==> src/rtl/core/ttr_pkg.sv <==
// Shared types, constants and mod-12 row functions for the twelve-tone row transform.
package ttr_pkg;

  localparam int NOTES = 12;
  localparam int NIB_W = 4;
  localparam int ROW_W = NOTES * NIB_W;

  typedef logic [ROW_W-1:0] row_t;
  typedef logic [NIB_W-1:0] pc_t;

  localparam logic [2:0] CMD_PRIME  = 3'd0;
  localparam logic [2:0] CMD_INV    = 3'd1;
  localparam logic [2:0] CMD_RETRO  = 3'd2;
  localparam logic [2:0] CMD_RINV   = 3'd3;
  localparam logic [2:0] CMD_MATRIX = 3'd4;

  localparam pc_t         LAST_POS  = pc_t'(NOTES - 1);
  localparam logic [15:0] FULL_SET  = 16'h0FFF;

  typedef enum logic [2:0] {
    KIND_PRIME,
    KIND_INV,
    KIND_RETRO,
    KIND_RINV,
    KIND_MATRIX,
    KIND_ERROR
  } kind_t;

  typedef struct packed {
    kind_t kind;
    row_t  row;
    logic  row_valid;
  } desc_t;

  // reduce a value below 24 + 12 (at most 30 here) to 0..11
  function automatic pc_t mod12(input logic [4:0] v);
    logic [4:0] t;
    t = v;
    if (t >= 5'd24) begin
      t = t - 5'd24;
    end else if (t >= 5'd12) begin
      t = t - 5'd12;
    end
    return t[NIB_W-1:0];
  endfunction

  function automatic pc_t nib(input row_t r, input pc_t idx);
    return r[{idx, 2'b00} +: NIB_W];
  endfunction

  function automatic row_t prime_row(input row_t r, input pc_t n);
    row_t o;
    o = '0;
    for (int i = 0; i < NOTES; i++) begin
      o[i*NIB_W +: NIB_W] = mod12({1'b0, r[i*NIB_W +: NIB_W]} + {1'b0, n});
    end
    return o;
  endfunction

  // expects pitch classes already in 0..11
  function automatic row_t invert_row(input row_t r);
    row_t o;
    pc_t  root;
    pc_t  d;
    o    = '0;
    root = r[NIB_W-1:0];
    for (int i = 0; i < NOTES; i++) begin
      d = mod12({1'b0, root} + 5'd12 - {1'b0, r[i*NIB_W +: NIB_W]});
      o[i*NIB_W +: NIB_W] = mod12({1'b0, d} + {1'b0, root});
    end
    return o;
  endfunction

  function automatic row_t reverse_row(input row_t r);
    row_t o;
    o = '0;
    for (int i = 0; i < NOTES; i++) begin
      o[(NOTES-1-i)*NIB_W +: NIB_W] = r[i*NIB_W +: NIB_W];
    end
    return o;
  endfunction

endpackage

==> src/rtl/core/ttr_front.sv <==
// Front end: row check, transposition and command classification into a descriptor.
module ttr_front
  import ttr_pkg::*;
(
  input  logic [2:0] cmd,
  input  row_t       row_in,
  input  pc_t        shift,
  output desc_t      desc
);

  logic [15:0] seen;
  logic        valid;
  row_t        prime;

  always_comb begin
    seen = '0;
    for (int i = 0; i < NOTES; i++) begin
      seen = seen | (16'd1 << row_in[i*NIB_W +: NIB_W]);
    end
    // any pitch class of 12..15 sets a bit above the full set
    valid = (seen == FULL_SET);
  end

  assign prime = prime_row(row_in, shift);

  always_comb begin
    desc.row_valid = valid;
    desc.row       = prime;
    desc.kind      = KIND_ERROR;
    if (cmd == CMD_PRIME) begin
      desc.kind = KIND_PRIME;
    end else if (valid && (shift <= LAST_POS)) begin
      unique case (cmd)
        CMD_INV:    desc.kind = KIND_INV;
        CMD_RETRO:  desc.kind = KIND_RETRO;
        CMD_RINV:   desc.kind = KIND_RINV;
        CMD_MATRIX: begin
          desc.kind = KIND_MATRIX;
          desc.row  = row_in;
        end
        default:    desc.kind = KIND_ERROR;
      endcase
    end
  end

endmodule

==> src/rtl/core/ttr_queue.sv <==
// Descriptor queue between front and back ends.
module ttr_queue
  import ttr_pkg::*;
#(
  parameter int DEPTH = 4
) (
  input  logic  clk,
  input  logic  rst_n,
  input  logic  push,
  input  desc_t push_desc,
  input  logic  pop,
  output desc_t head,
  output logic  empty,
  output logic  full
);

  localparam int PW = (DEPTH > 1) ? $clog2(DEPTH) : 1;
  localparam int CW = $clog2(DEPTH + 1);
  localparam logic [PW-1:0] PTR_LAST = PW'(DEPTH - 1);

  desc_t          entries_r [DEPTH];
  logic [PW-1:0]  wr_ptr_r, wr_ptr_nxt;
  logic [PW-1:0]  rd_ptr_r, rd_ptr_nxt;
  logic [CW-1:0]  count_r,  count_nxt;

  assign empty = (count_r == '0);
  assign full  = (count_r == CW'(DEPTH));
  assign head  = entries_r[rd_ptr_r];

  always_comb begin
    wr_ptr_nxt = wr_ptr_r;
    rd_ptr_nxt = rd_ptr_r;
    count_nxt  = count_r;
    if (push) begin
      wr_ptr_nxt = (wr_ptr_r == PTR_LAST) ? '0 : wr_ptr_r + 1'b1;
    end
    if (pop) begin
      rd_ptr_nxt = (rd_ptr_r == PTR_LAST) ? '0 : rd_ptr_r + 1'b1;
    end
    if (push && !pop) begin
      count_nxt = count_r + 1'b1;
    end else if (pop && !push) begin
      count_nxt = count_r - 1'b1;
    end
  end

  always_ff @(posedge clk) begin
    if (!rst_n) begin
      wr_ptr_r <= '0;
      rd_ptr_r <= '0;
      count_r  <= '0;
    end else begin
      wr_ptr_r <= wr_ptr_nxt;
      rd_ptr_r <= rd_ptr_nxt;
      count_r  <= count_nxt;
    end
  end

  always_ff @(posedge clk) begin
    if (push) begin
      entries_r[wr_ptr_r] <= push_desc;
    end
  end

endmodule

==> src/rtl/core/ttr_back.sv <==
// Back end: applies the transform and sequences the twelve matrix rows.
module ttr_back
  import ttr_pkg::*;
(
  input  logic  clk,
  input  logic  rst_n,
  input  desc_t head,
  input  logic  empty,
  output logic  pop,
  output logic  out_valid,
  output row_t  out_row_out,
  output logic  out_error,
  output logic  out_row_valid,
  output logic  out_last
);

  logic  valid_r,     valid_nxt;
  row_t  row_r,       row_nxt;
  logic  error_r,     error_nxt;
  logic  rvalid_r,    rvalid_nxt;
  logic  last_r,      last_nxt;
  logic  mat_act_r,   mat_act_nxt;
  pc_t   mat_idx_r,   mat_idx_nxt;
  row_t  mat_row_r,   mat_row_nxt;
  pc_t   mat_k;

  assign mat_k = mod12({1'b0, nib(mat_row_r, '0)} + 5'd12 - {1'b0, nib(mat_row_r, mat_idx_r)});

  always_comb begin
    pop         = 1'b0;
    valid_nxt   = 1'b0;
    row_nxt     = row_r;
    error_nxt   = error_r;
    rvalid_nxt  = rvalid_r;
    last_nxt    = last_r;
    mat_act_nxt = mat_act_r;
    mat_idx_nxt = mat_idx_r;
    mat_row_nxt = mat_row_r;
    if (mat_act_r) begin
      valid_nxt   = 1'b1;
      row_nxt     = prime_row(mat_row_r, mat_k);
      error_nxt   = 1'b0;
      rvalid_nxt  = 1'b1;
      last_nxt    = (mat_idx_r == LAST_POS);
      mat_idx_nxt = mat_idx_r + 1'b1;
      if (mat_idx_r == LAST_POS) begin
        mat_act_nxt = 1'b0;
      end
    end else if (!empty) begin
      pop        = 1'b1;
      valid_nxt  = 1'b1;
      rvalid_nxt = head.row_valid;
      error_nxt  = 1'b0;
      last_nxt   = 1'b1;
      unique case (head.kind)
        KIND_PRIME:  row_nxt = head.row;
        KIND_INV:    row_nxt = invert_row(head.row);
        KIND_RETRO:  row_nxt = reverse_row(head.row);
        KIND_RINV:   row_nxt = reverse_row(invert_row(head.row));
        KIND_MATRIX: begin
          // first matrix row is the row itself
          row_nxt     = head.row;
          last_nxt    = 1'b0;
          mat_act_nxt = 1'b1;
          mat_idx_nxt = pc_t'(1);
          mat_row_nxt = head.row;
        end
        default: begin
          row_nxt   = '0;
          error_nxt = 1'b1;
        end
      endcase
    end
  end

  always_ff @(posedge clk) begin
    if (!rst_n) begin
      valid_r   <= 1'b0;
      mat_act_r <= 1'b0;
      mat_idx_r <= '0;
    end else begin
      valid_r   <= valid_nxt;
      mat_act_r <= mat_act_nxt;
      mat_idx_r <= mat_idx_nxt;
    end
  end

  always_ff @(posedge clk) begin
    row_r     <= row_nxt;
    error_r   <= error_nxt;
    rvalid_r  <= rvalid_nxt;
    last_r    <= last_nxt;
    mat_row_r <= mat_row_nxt;
  end

  assign out_valid     = valid_r;
  assign out_row_out   = row_r;
  assign out_error     = error_r;
  assign out_row_valid = rvalid_r;
  assign out_last      = last_r;

endmodule

==> src/rtl/core/twelve_tone_row_transform_top.sv <==
// Top level of the twelve-tone row transform: front end, queue and back end.
// Each item passes the queue, then the output register; it waits while a matrix is in progress.
// One single-result item per cycle, but a matrix item holds the back end for all its 12 rows.
// busy rises when the queue of QUEUE_DEPTH items fills behind a matrix in progress.
// Reset (rst_n low, synchronous) empties the queue and drops any matrix in progress.
// The receiver cannot stall: out_valid marks each result for exactly one cycle.
module twelve_tone_row_transform_top
  import ttr_pkg::*;
#(
  parameter int QUEUE_DEPTH = 4
) (
  input  logic        clk,
  input  logic        rst_n,
  input  logic        start,
  output logic        busy,
  input  logic [2:0]  in_cmd,
  input  logic [47:0] in_row_in,
  input  logic [3:0]  in_shift,
  output logic        out_valid,
  output logic [47:0] out_row_out,
  output logic        out_error,
  output logic        out_row_valid,
  output logic        out_last
);

  desc_t front_desc;
  desc_t head;
  logic  empty;
  logic  full;
  logic  pop;

  ttr_front u_front (
    .cmd    (in_cmd),
    .row_in (in_row_in),
    .shift  (in_shift),
    .desc   (front_desc)
  );

  ttr_queue #(
    .DEPTH (QUEUE_DEPTH)
  ) u_queue (
    .clk       (clk),
    .rst_n     (rst_n),
    .push      (start && !full),
    .push_desc (front_desc),
    .pop       (pop),
    .head      (head),
    .empty     (empty),
    .full      (full)
  );

  ttr_back u_back (
    .clk           (clk),
    .rst_n         (rst_n),
    .head          (head),
    .empty         (empty),
    .pop           (pop),
    .out_valid     (out_valid),
    .out_row_out   (out_row_out),
    .out_error     (out_error),
    .out_row_valid (out_row_valid),
    .out_last      (out_last)
  );

  assign busy = full;

endmodule

==> config.mk <==
export PLATFORM = sky130hd
export DESIGN_NAME = twelve_tone_row_transform_top
export DESIGN_NICKNAME = d
export VERILOG_FILES = /design/src/rtl/core/ttr_pkg.sv /design/src/rtl/core/ttr_front.sv /design/src/rtl/core/ttr_queue.sv /design/src/rtl/core/ttr_back.sv /design/src/rtl/core/twelve_tone_row_transform_top.sv
export SDC_FILE = /design/constraint.sdc
export NUM_CORES = 1
export LEC_CHECK = 0
export BUFFER_PORTS_ARGS = -buffer_cell sky130_fd_sc_hd__clkbuf_2
export CAP_MARGIN = 20
export CORE_MARGIN = 2
export CORE_UTILIZATION = 40
export CTS_CLUSTER_DIAMETER = 40
export CTS_CLUSTER_SIZE = 8
export DETAILED_ROUTE_END_ITERATION = 8
export GPL_ROUTABILITY_DRIVEN = 0
export RECOVER_POWER = 50
export REMOVE_ABC_BUFFERS = 1
export SLEW_MARGIN = 20
export SYNTH_ARGS = -nofsm -noshare
export SYNTH_HDL_FRONTEND = slang
export SYNTH_SLANG_ARGS = --single-unit
export TNS_END_PERCENT = 100
==> constraint.sdc <==
create_clock -name clk -period 7.1 [get_ports clk]
set_input_delay 0.355 -clock clk [delete_from_list [all_inputs] [get_ports clk]]
set_output_delay 0.355 -clock clk [all_outputs]
set_load 0.02 [all_outputs]
==> results of run 1 <==
-- state kept, by name (all words and copies together), names as in the netlist, named ones only --
register,count
u_back.out_last,1
u_back.out_error,1
u_back.out_row_valid,1
u_back.mat_idx_r,4
u_queue.count_r,3
u_back.out_valid,1
u_queue.wr_ptr_r,2
u_back.mat_act_r,1
u_queue.rd_ptr_r,2
u_back.mat_row_r,48
u_back.out_row_out,48
u_queue.entries_r,208
-- final cells by class --
cell class                      count  area, um2
Fill cell                        6115      36400
Multi-Input combinational cell   1838      15800
Sequential cell                   322       9500
Clock buffer                       73       1440
Tap cell                          864       1080
Inverter                          199        748
Timing Repair Buffer              146        716
Clock inverter                     18        196
Antenna cell                        1       2.50
-- logic make-up (layout without fill, tap and decap cells) --
kind of cell,Yosys count,in the layout
compound gates,608,608
xor+xnor,134,134
fa+ha+maj,324,324
buf+inv,309,436
flops,322,322
mux,184,184
other cells,0,1
simple gates,588,588
-- metrics by stage --
step | hold slack (ns) | instances | TNS [ns] | area, um2
after floorplan | 0.467 | 2359 | -15.42 | 26100
after global placement | 0.486 | 3369 | 0 | 28000
after detailed placement | 0.492 | 3369 | 0 | 28000
after CTS | 0.167 | 3460 | 0 | 29600
after global routing | 0.197 | 3460 | 0 | 29500
final | 0.199 | 3461 | 0 | 29500
-- worst register-to-register path, stage by stage (launching register included) --
cell and delay [ns]:
dfxtp_1 0.38, buf_4 0.31, mux4_2 0.37, inv_1 0.14
ha_1 0.27, inv_1 0.57, ha_1 0.39, xnor2_1 0.43
ha_1 0.25, and3_1 0.21, nor3_1 0.06, a211oi_1 0.26
a21oi_1 0.11, ha_1 0.36, a21o_1 0.18, or3_1 0.37
and2_1 0.18, ha_1 0.19, nor2b_1 0.14, a221oi_1 0.34
o21ai_0 0.15, nand2_1 0.10, a22oi_1 0.07, o311ai_0 0.55
-- cells in the final DEF, fill, tap and decap left out, types with 31 or more instances in the layout --
cell,count
o211ai_1,34
clkbuf_16,54
nor3_1,34
mux2i_1,58
xor2_1,40
mux2_2,52
xnor2_1,94
inv_1,198
o21ai_0,105
clkbuf_2,56
nor4_1,32
nor4b_1,38
ha_1,276
a21o_1,91
nor2_1,89
clkbuf_1,81
a211oi_1,31
a21oi_1,181
edfxtp_1,305
mux4_2,62
fa_1,48
nand3_1,57
nor4bb_1,32
nand2_1,101
-- metal layers --
layer,vias to the layer above,wire length [um]
met5,-,31
met4,4,3380
met3,230,6060
met2,947,36800
met1,10300,34000
li1,9610,-
-- worst min path at each step --
stage | from | to | slack [ns] | cells past startpoint
after CTS | in_cmd[2] | u_queue.entries_r[0][51]$_DFFE_PP_ | 0.17 | 2
after detailed placement | u_back.out_row_valid$_SDFFE_PP1N_ | u_back.out_row_valid$_SDFFE_PP1N_ | 0.49 | 2
after global placement | u_back.out_row_valid$_SDFFE_PP1N_ | u_back.out_row_valid$_SDFFE_PP1N_ | 0.49 | 2
after floorplan | u_queue.rd_ptr_r[1]$_SDFFE_PN0P_ | register | 0.47 | 2
final | in_cmd[2] | u_queue.entries_r[1][51]$_DFFE_PP_ | 0.20 | 2
after global routing | in_cmd[2] | u_queue.entries_r[0][51]$_DFFE_PP_ | 0.20 | 2
==> results.txt, run 1 <==
area grow syn2layout: 10.6%
setup bufs post-CTS: 0
Clock Sinks: 322
top post-synthesis cells by count: 305 x edfxtp_1, 276 x ha_1, 199 x inv_1
GR peak layer: met2
wirelength, routed: 80.2 mm
Post-synth EDFFs: 305
Setup violations, final: 0
met2 Use GR: 36.7%
max_cap viols: 9
Compound-Gate Fraction of Synth Area: 14.7%
Seq cells post-synth: 322
Reg clk slew, reported paths: 0.05 ns
Synth top area share: 34.3%
worst setup margin: 0.414 ns
fin crit share: 94.2%
Syn Area/Cell: 10.8 um2
IO Port Bufs: 110
Worst Setup End Kind: register
core area: 66000 um2
last element of the critical path: u_back.out_row_out[18]$_DFFE_PP_
Final ANT Viol Nets: 0
Worst Tran Pin Value: 3.43 ns
first-pass GRT wire length: 123 mm
fmax: 150 MHz
Cell Chain, Critical Path: buf_4 > mux4_2 > inv_1 > ha_1 > inv_1 > ha_1 > xnor2_1 > ha_1 > and3_1 > nor3_1 > a211oi_1 > a21oi_1 > ha_1 > a21o_1 > or3_1 > and2_1 > ha_1 > nor2b_1 > a221oi_1 > o21ai_0 > nand2_1 > a22oi_1 > o311ai_0
worst-skew pair later-pin latency: 0.63 ns
num rows: 94
Post-Synthesis Cell Area: 26700 um2
Vias: 21100
failing checks: capacitance limit, slew limit
via-per-instance ratio: 6.10
post-synthesis sequential area ratio: 35.6%
kind of critical path: reg -> reg
Die Span Y: 262 um
RSZ-0062 raised after global routing: false
global route total overflow: 0
drt first pass iters: 7
Starting Density: 40.5%
ys flop type: edfxtp_1
CP Max Fanout: 17
CP Buf/Inv Count: 3
Die ar.: 68900 um2
largest net degree at the start of global routing: 53
Place WS: 0.472 ns
Worst path slowest cell: inv_1
Net count, final: 2943
Worst Path Required: 7.41 ns
CTS tree: yes
Hold-fix buffers, CTS: 0
post-synthesis simple-gate area fraction: 13.4%
Tmin final: 6.69 ns
number of global-route vias before repair: 21100
CTS root buf: clkbuf_16
Post-Synth XOR/XNOR Area: 4.39%
share of the core filled with cells: 44.8%
final setup skew: 0.0394 ns
endpoints failing hold: 0
drt drc: 0
Die W: 262 um
Max Root-Sink Buffers: 3
status: complete, but fails checks
CP startpoint kind: register
CTS H-tree depth: 2
CP arrival: 6.99 ns
slew margin rel.: -128%
share of layout cells above drive strength 1: 12.1%
initial antenna violation count: 2
mux contribution to synthesized area: 10.2%
Mapped Cells: 2469
adder-cell share of the synthesized area: 16.5%
Synth async-reset ratio: 0%
Most common cell on crit path: ha_1
path depth of the worst reg2reg path: 23
critical path depth: 23
Total GRT Usage: 22.7%
Inserted Clock Buffers: 54
post-synth top area cell: edfxtp_1
I/O pin total: 111
Synth area leaders: edfxtp_1 34%, ha_1 13%, mux4_2 5.2%
max-slew violation count: 382
worst stage delay on the critical path: 0.57 ns
FF-to-FF setup slack: 0.41 ns
drt wl/cell: 23.2 um
Worst Hold Class: in -> reg
GRT met1 Usage: 30.1%
most common cell in the netlist: edfxtp_1
largest family of logic cells by synthesized area: adder cells
yosys warns: 0
R2R Path End: u_back.out_row_out[18]$_DFFE_PP_
initial DRC count: 1997
global routing usage on met3: 3.94%
Synth cell types: 84
post-DP HPWL: 56.9 mm
Crit path max-delay family: compound AO/OA/AOI/OAI gates
PostCTS Resize Cnt: 0
Power of run 1 is not shown: default switching activity piles up to over one toggle a cycle in this logic, so the estimate is an artifact.
==> run 2: changes to the inputs <==
- CELL_PAD_IN_SITES_DETAIL_PLACEMENT: unset -> 0
- CELL_PAD_IN_SITES_GLOBAL_PLACEMENT: unset -> 1
- PLACE_DENSITY_LB_ADDON: unset -> 0.1
==> results.txt, run 2 (same netlist as run 1, synthesis figures left out) <==
status: complete, but fails checks
failing checks: capacitance limit, slew limit
Worst path slowest cell: dfxtp_1
Post-DP Area: 28000 um2
final instance area: 29600 um2
post-DP HPWL: 58.2 mm
max-slew violation count: 317
area grow syn2layout: 10.8%
CTS root buf: clkbuf_16
slew margin rel.: -126%
PostCTS Resize Cnt: 0
drt first pass iters: 5
drt drc: 0
Final ANT Viol Nets: 0
num rows: 94
IO Port Bufs: 110
setup bufs post-CTS: 0
Die Span Y: 262 um
fin crit share: 94.0%
Reg clk slew, reported paths: 0.05 ns
CTS H-tree depth: 2
CP arrival: 6.98 ns
Clock Sinks: 322
I/O pin total: 111
CP Buf/Inv Count: 2
Worst Path Required: 7.40 ns
first-pass GRT wire length: 122 mm
core area: 66000 um2
Tmin final: 6.68 ns
Starting Density: 40.5%
Most common cell on crit path: ha_1
via-per-instance ratio: 5.88
largest net degree at the start of global routing: 69
Worst Tran Pin Value: 3.39 ns
CP Max Fanout: 18
RSZ-0062 raised after global routing: false
global route total overflow: 0
most frequent cells in the layout: 305 x edfxtp_1, 276 x ha_1, 198 x inv_1, 181 x a21oi_1, 105 x o21ai_0
Crit path max-delay family: compound AO/OA/AOI/OAI gates
Die W: 262 um
kind of critical path: reg -> reg
Setup violations, final: 0
max_cap viols: 7
worst-skew pair later-pin latency: 0.62 ns
wirelength, routed: 79.1 mm
Total GRT Usage: 22.7%
CTS tree: yes
Inserted Clock Buffers: 56
share of the core filled with cells: 44.9%
drt wl/cell: 22.9 um
max FFs per register: 208
Die ar.: 68900 um2
initial DRC count: 1522
initial antenna violation count: 0
fmax: 150 MHz
Net count, final: 2942
register with the most flip-flops: u_queue.entries_r
Max Root-Sink Buffers: 3
Vias: 20400
Hold-fix buffers, CTS: 0
commonest non-fill, non-tap cell in the layout: edfxtp_1
final setup skew: 0.0403 ns
Worst Setup End Kind: register
# diodes: 0
share of layout cells above drive strength 1: 12.3%
Cell Chain, Critical Path: mux4_2 > inv_1 > ha_1 > inv_1 > ha_1 > xnor2_1 > ha_1 > and3_1 > nor3_1 > a211oi_1 > a21oi_1 > ha_1 > a21o_1 > or3_1 > and2_1 > ha_1 > nor2b_1 > a221oi_1 > o32ai_1 > a22o_1 > a22oi_1 > o21ai_0
CP startpoint kind: register
Worst Hold Class: in -> reg
endpoints failing hold: 0
number of global-route vias before repair: 20300
worst stage delay on the critical path: 0.93 ns
## run 2: final cells by class
type                            instances  area (um2)
Tap cell                              864        1080
Sequential cell                       322        9500
Clock buffer                           73        1470
Inverter                              199         747
Clock inverter                         23         249
Timing Repair Buffer                  143         718
Multi-Input combinational cell       1838       15800
Fill cell                            6153       36400
## run 2: worst register-to-register path, cell delays in order, from the launching register on
cell      delay [ns]
dfxtp_1         0.93
mux4_2          0.43
inv_1           0.14
ha_1            0.27
inv_1           0.44
ha_1            0.37
xnor2_1         0.45
ha_1            0.26
and3_1          0.19
nor3_1          0.06
a211oi_1        0.30
a21oi_1         0.13
ha_1            0.36
a21o_1          0.18
or3_1           0.36
and2_1          0.18
ha_1            0.18
nor2b_1         0.14
a221oi_1        0.33
o32ai_1         0.17
a22o_1          0.22
a22oi_1         0.17
o21ai_0         0.11
## run 2: final timing paths
path / from / end / slack (ns) / cells past startpoint
setup reg to reg: register / u_back.out_row_out[19]$_DFFE_PP_ / 0.42 / 22
hold reg to reg: u_back.out_row_valid$_SDFFE_PP1N_ / u_back.out_row_valid$_SDFFE_PP1N_ / 0.48 / 2
hold / removal: rst_n / u_back.mat_idx_r[0]$_SDFFE_PN0P_ / 0.18 / 3
setup / recovery: register / u_back.out_row_out[19]$_DFFE_PP_ / 0.42 / 22
## run 2: through the flow
step                worst slack (ns)  hold slack (ns)  instances  TNS (ns)
floorplan                     -0.902            0.467       2359    -15.42
global placement               0.649            0.476       3366         0
detailed placement             0.559            0.470       3366         0
CTS                            0.540            0.178       3462         0
global route                  0.0573            0.228       3462         0
finish                         0.424            0.185       3462         0
## run 2: per-layer routing
layer | track usage (%) | wire length [um]
met3 | 2.32 | 3230
met5 | 0 | 0
met1 | 32.1 | 37400
met4 | 7.74 | 2530
met2 | 36.4 | 36000
Power of run 2 is left out for the same reason.
==> run 3: changes to the inputs <==
- CORE_UTILIZATION: 40 -> 51
==> results.txt, run 3 (same netlist as run 1, synthesis figures left out) <==
initial antenna violation count: 0
final setup skew: 0.0250 ns
Reg clk slew, reported paths: 0.05 ns
first-pass GRT wire length: 117 mm
post-DP HPWL: 55.1 mm
RSZ-0062 raised after global routing: false
PostCTS Resize Cnt: 0
register with the most flip-flops: u_queue.entries_r
fmax: 153 MHz
IO Port Bufs: 110
max FFs per register: 208
Worst Setup End Kind: register
endpoints failing hold: 0
largest net degree at the start of global routing: 53
Max Root-Sink Buffers: 3
I/O pin total: 111
Hold-fix buffers, CTS: 0
fill count: 4429
global route total overflow: 0
final instance area: 29400 um2
num rows: 83
Clock Sinks: 322
Setup violations, final: 0
Placed Cells: 3186
CP startpoint kind: register
CP arrival: 6.80 ns
fin cells: 3274
commonest non-fill, non-tap cell in the layout: edfxtp_1
number of global-route vias before repair: 20100
Worst Path Required: 7.36 ns
drt wl/cell: 23.0 um
Inserted Clock Buffers: 53
Tmin final: 6.54 ns
# diodes: 0
initial DRC count: 1550
CTS root buf: clkbuf_16
area grow syn2layout: 9.88%
kind of critical path: reg -> reg
failing checks: capacitance limit, slew limit
Net count, final: 2944
CTS H-tree depth: 2
CP Max Fanout: 25
Worst Hold Class: in -> reg
Total GRT Usage: 27.8%
Die Span Y: 233 um
via-per-instance ratio: 6.33
Final ANT Viol Nets: 0
status: complete, but fails checks
wirelength, routed: 75.3 mm
worst-skew pair later-pin latency: 0.59 ns
Place WS: 0.649 ns
share of the core filled with cells: 57.0%
Vias: 20700
fin crit share: 92.1%
Worst Tran Pin Value: 3.31 ns
CTS tree: yes
Die W: 233 um
worst setup margin: 0.561 ns
max_cap viols: 9
share of layout cells above drive strength 1: 12.3%
drt drc: 0
setup bufs post-CTS: 0
slew margin rel.: -121%
Die ar.: 54200 um2
drt first pass iters: 6
core area: 51500 um2
max-slew violation count: 357
Starting Density: 51.9%
Post-DP Area: 27800 um2
most frequent cells in the layout: 305 x edfxtp_1, 276 x ha_1, 198 x inv_1, 181 x a21oi_1, 105 x o21ai_0
==> run 3: cell types whose count changed in the layout (fill, tap and decap cells not counted), moves of 2 or more <==
cell	previous run	this run
buf_4	21	24
clkinv_1	5	2
clkinv_4	5	2
bufinv_16	2	4
clkbuf_16	56	54
clkbuf_8	0	2
clkinv_16	2	0
clkinv_2	4	2
clkinvlp_4	4	2
inv_16	0	2
==> run 3: final timing paths <==
path | start | endpoint | slack, ns | cells after the start
max reg2reg | register | u_back.out_row_out[42]$_DFFE_PP_ | 0.56 | 21
min reg2reg | u_queue.count_r[2]$_SDFFE_PN0P_ | u_queue.count_r[2]$_SDFFE_PN0P_ | 0.50 | 2
max | register | u_back.out_row_out[42]$_DFFE_PP_ | 0.56 | 21
min | rst_n | u_back.mat_idx_r[0]$_SDFFE_PN0P_ | 0.18 | 3
==> run 3: layout make-up <==
type	instances	area [um2]	area share [%]
Inverter	199	747	2.54
Tap cell	680	851	2.90
Timing Repair Buffer	148	753	2.57
Sequential cell	322	9500	32.4
Multi-Input combinational cell	1838	15800	54.0
Clock buffer	73	1440	4.91
Clock inverter	14	213	0.725
==> run 3: routing by layer <==
layer  global-route usage, %  share of wire (%)
met1                    38.3                 44
met2                    45.4                 46
met3                    3.14                5.7
met4                    9.77                3.5
met5                       0                  0
==> run 3: critical path: stages, from the launching register on <==
cell	delay (ns)
dfxtp_4	0.56
mux4_2	0.92
buf_4	0.37
ha_1	0.30
a21o_1	0.18
a21oi_1	0.16
xnor2_1	0.27
ha_1	0.26
and3_1	0.18
nor3_1	0.05
a211oi_1	0.29
a21oi_1	0.12
ha_1	0.35
and3_1	0.23
nor3_1	0.33
nor2_1	0.13
ha_1	0.21
nor2b_1	0.15
a211oi_1	0.37
nor4_1	0.15
nor3_1	0.45
o22ai_1	0.15
==> run 3: per-stage QoR <==
step                      hold WS, ns  TNS, ns
final                           0.178        0
after global routing            0.186        0
after CTS                       0.155        0
after detailed placement        0.485        0
after global placement          0.476        0
after floorplan                 0.467   -15.42
Power of run 3 is left out for the same reason.
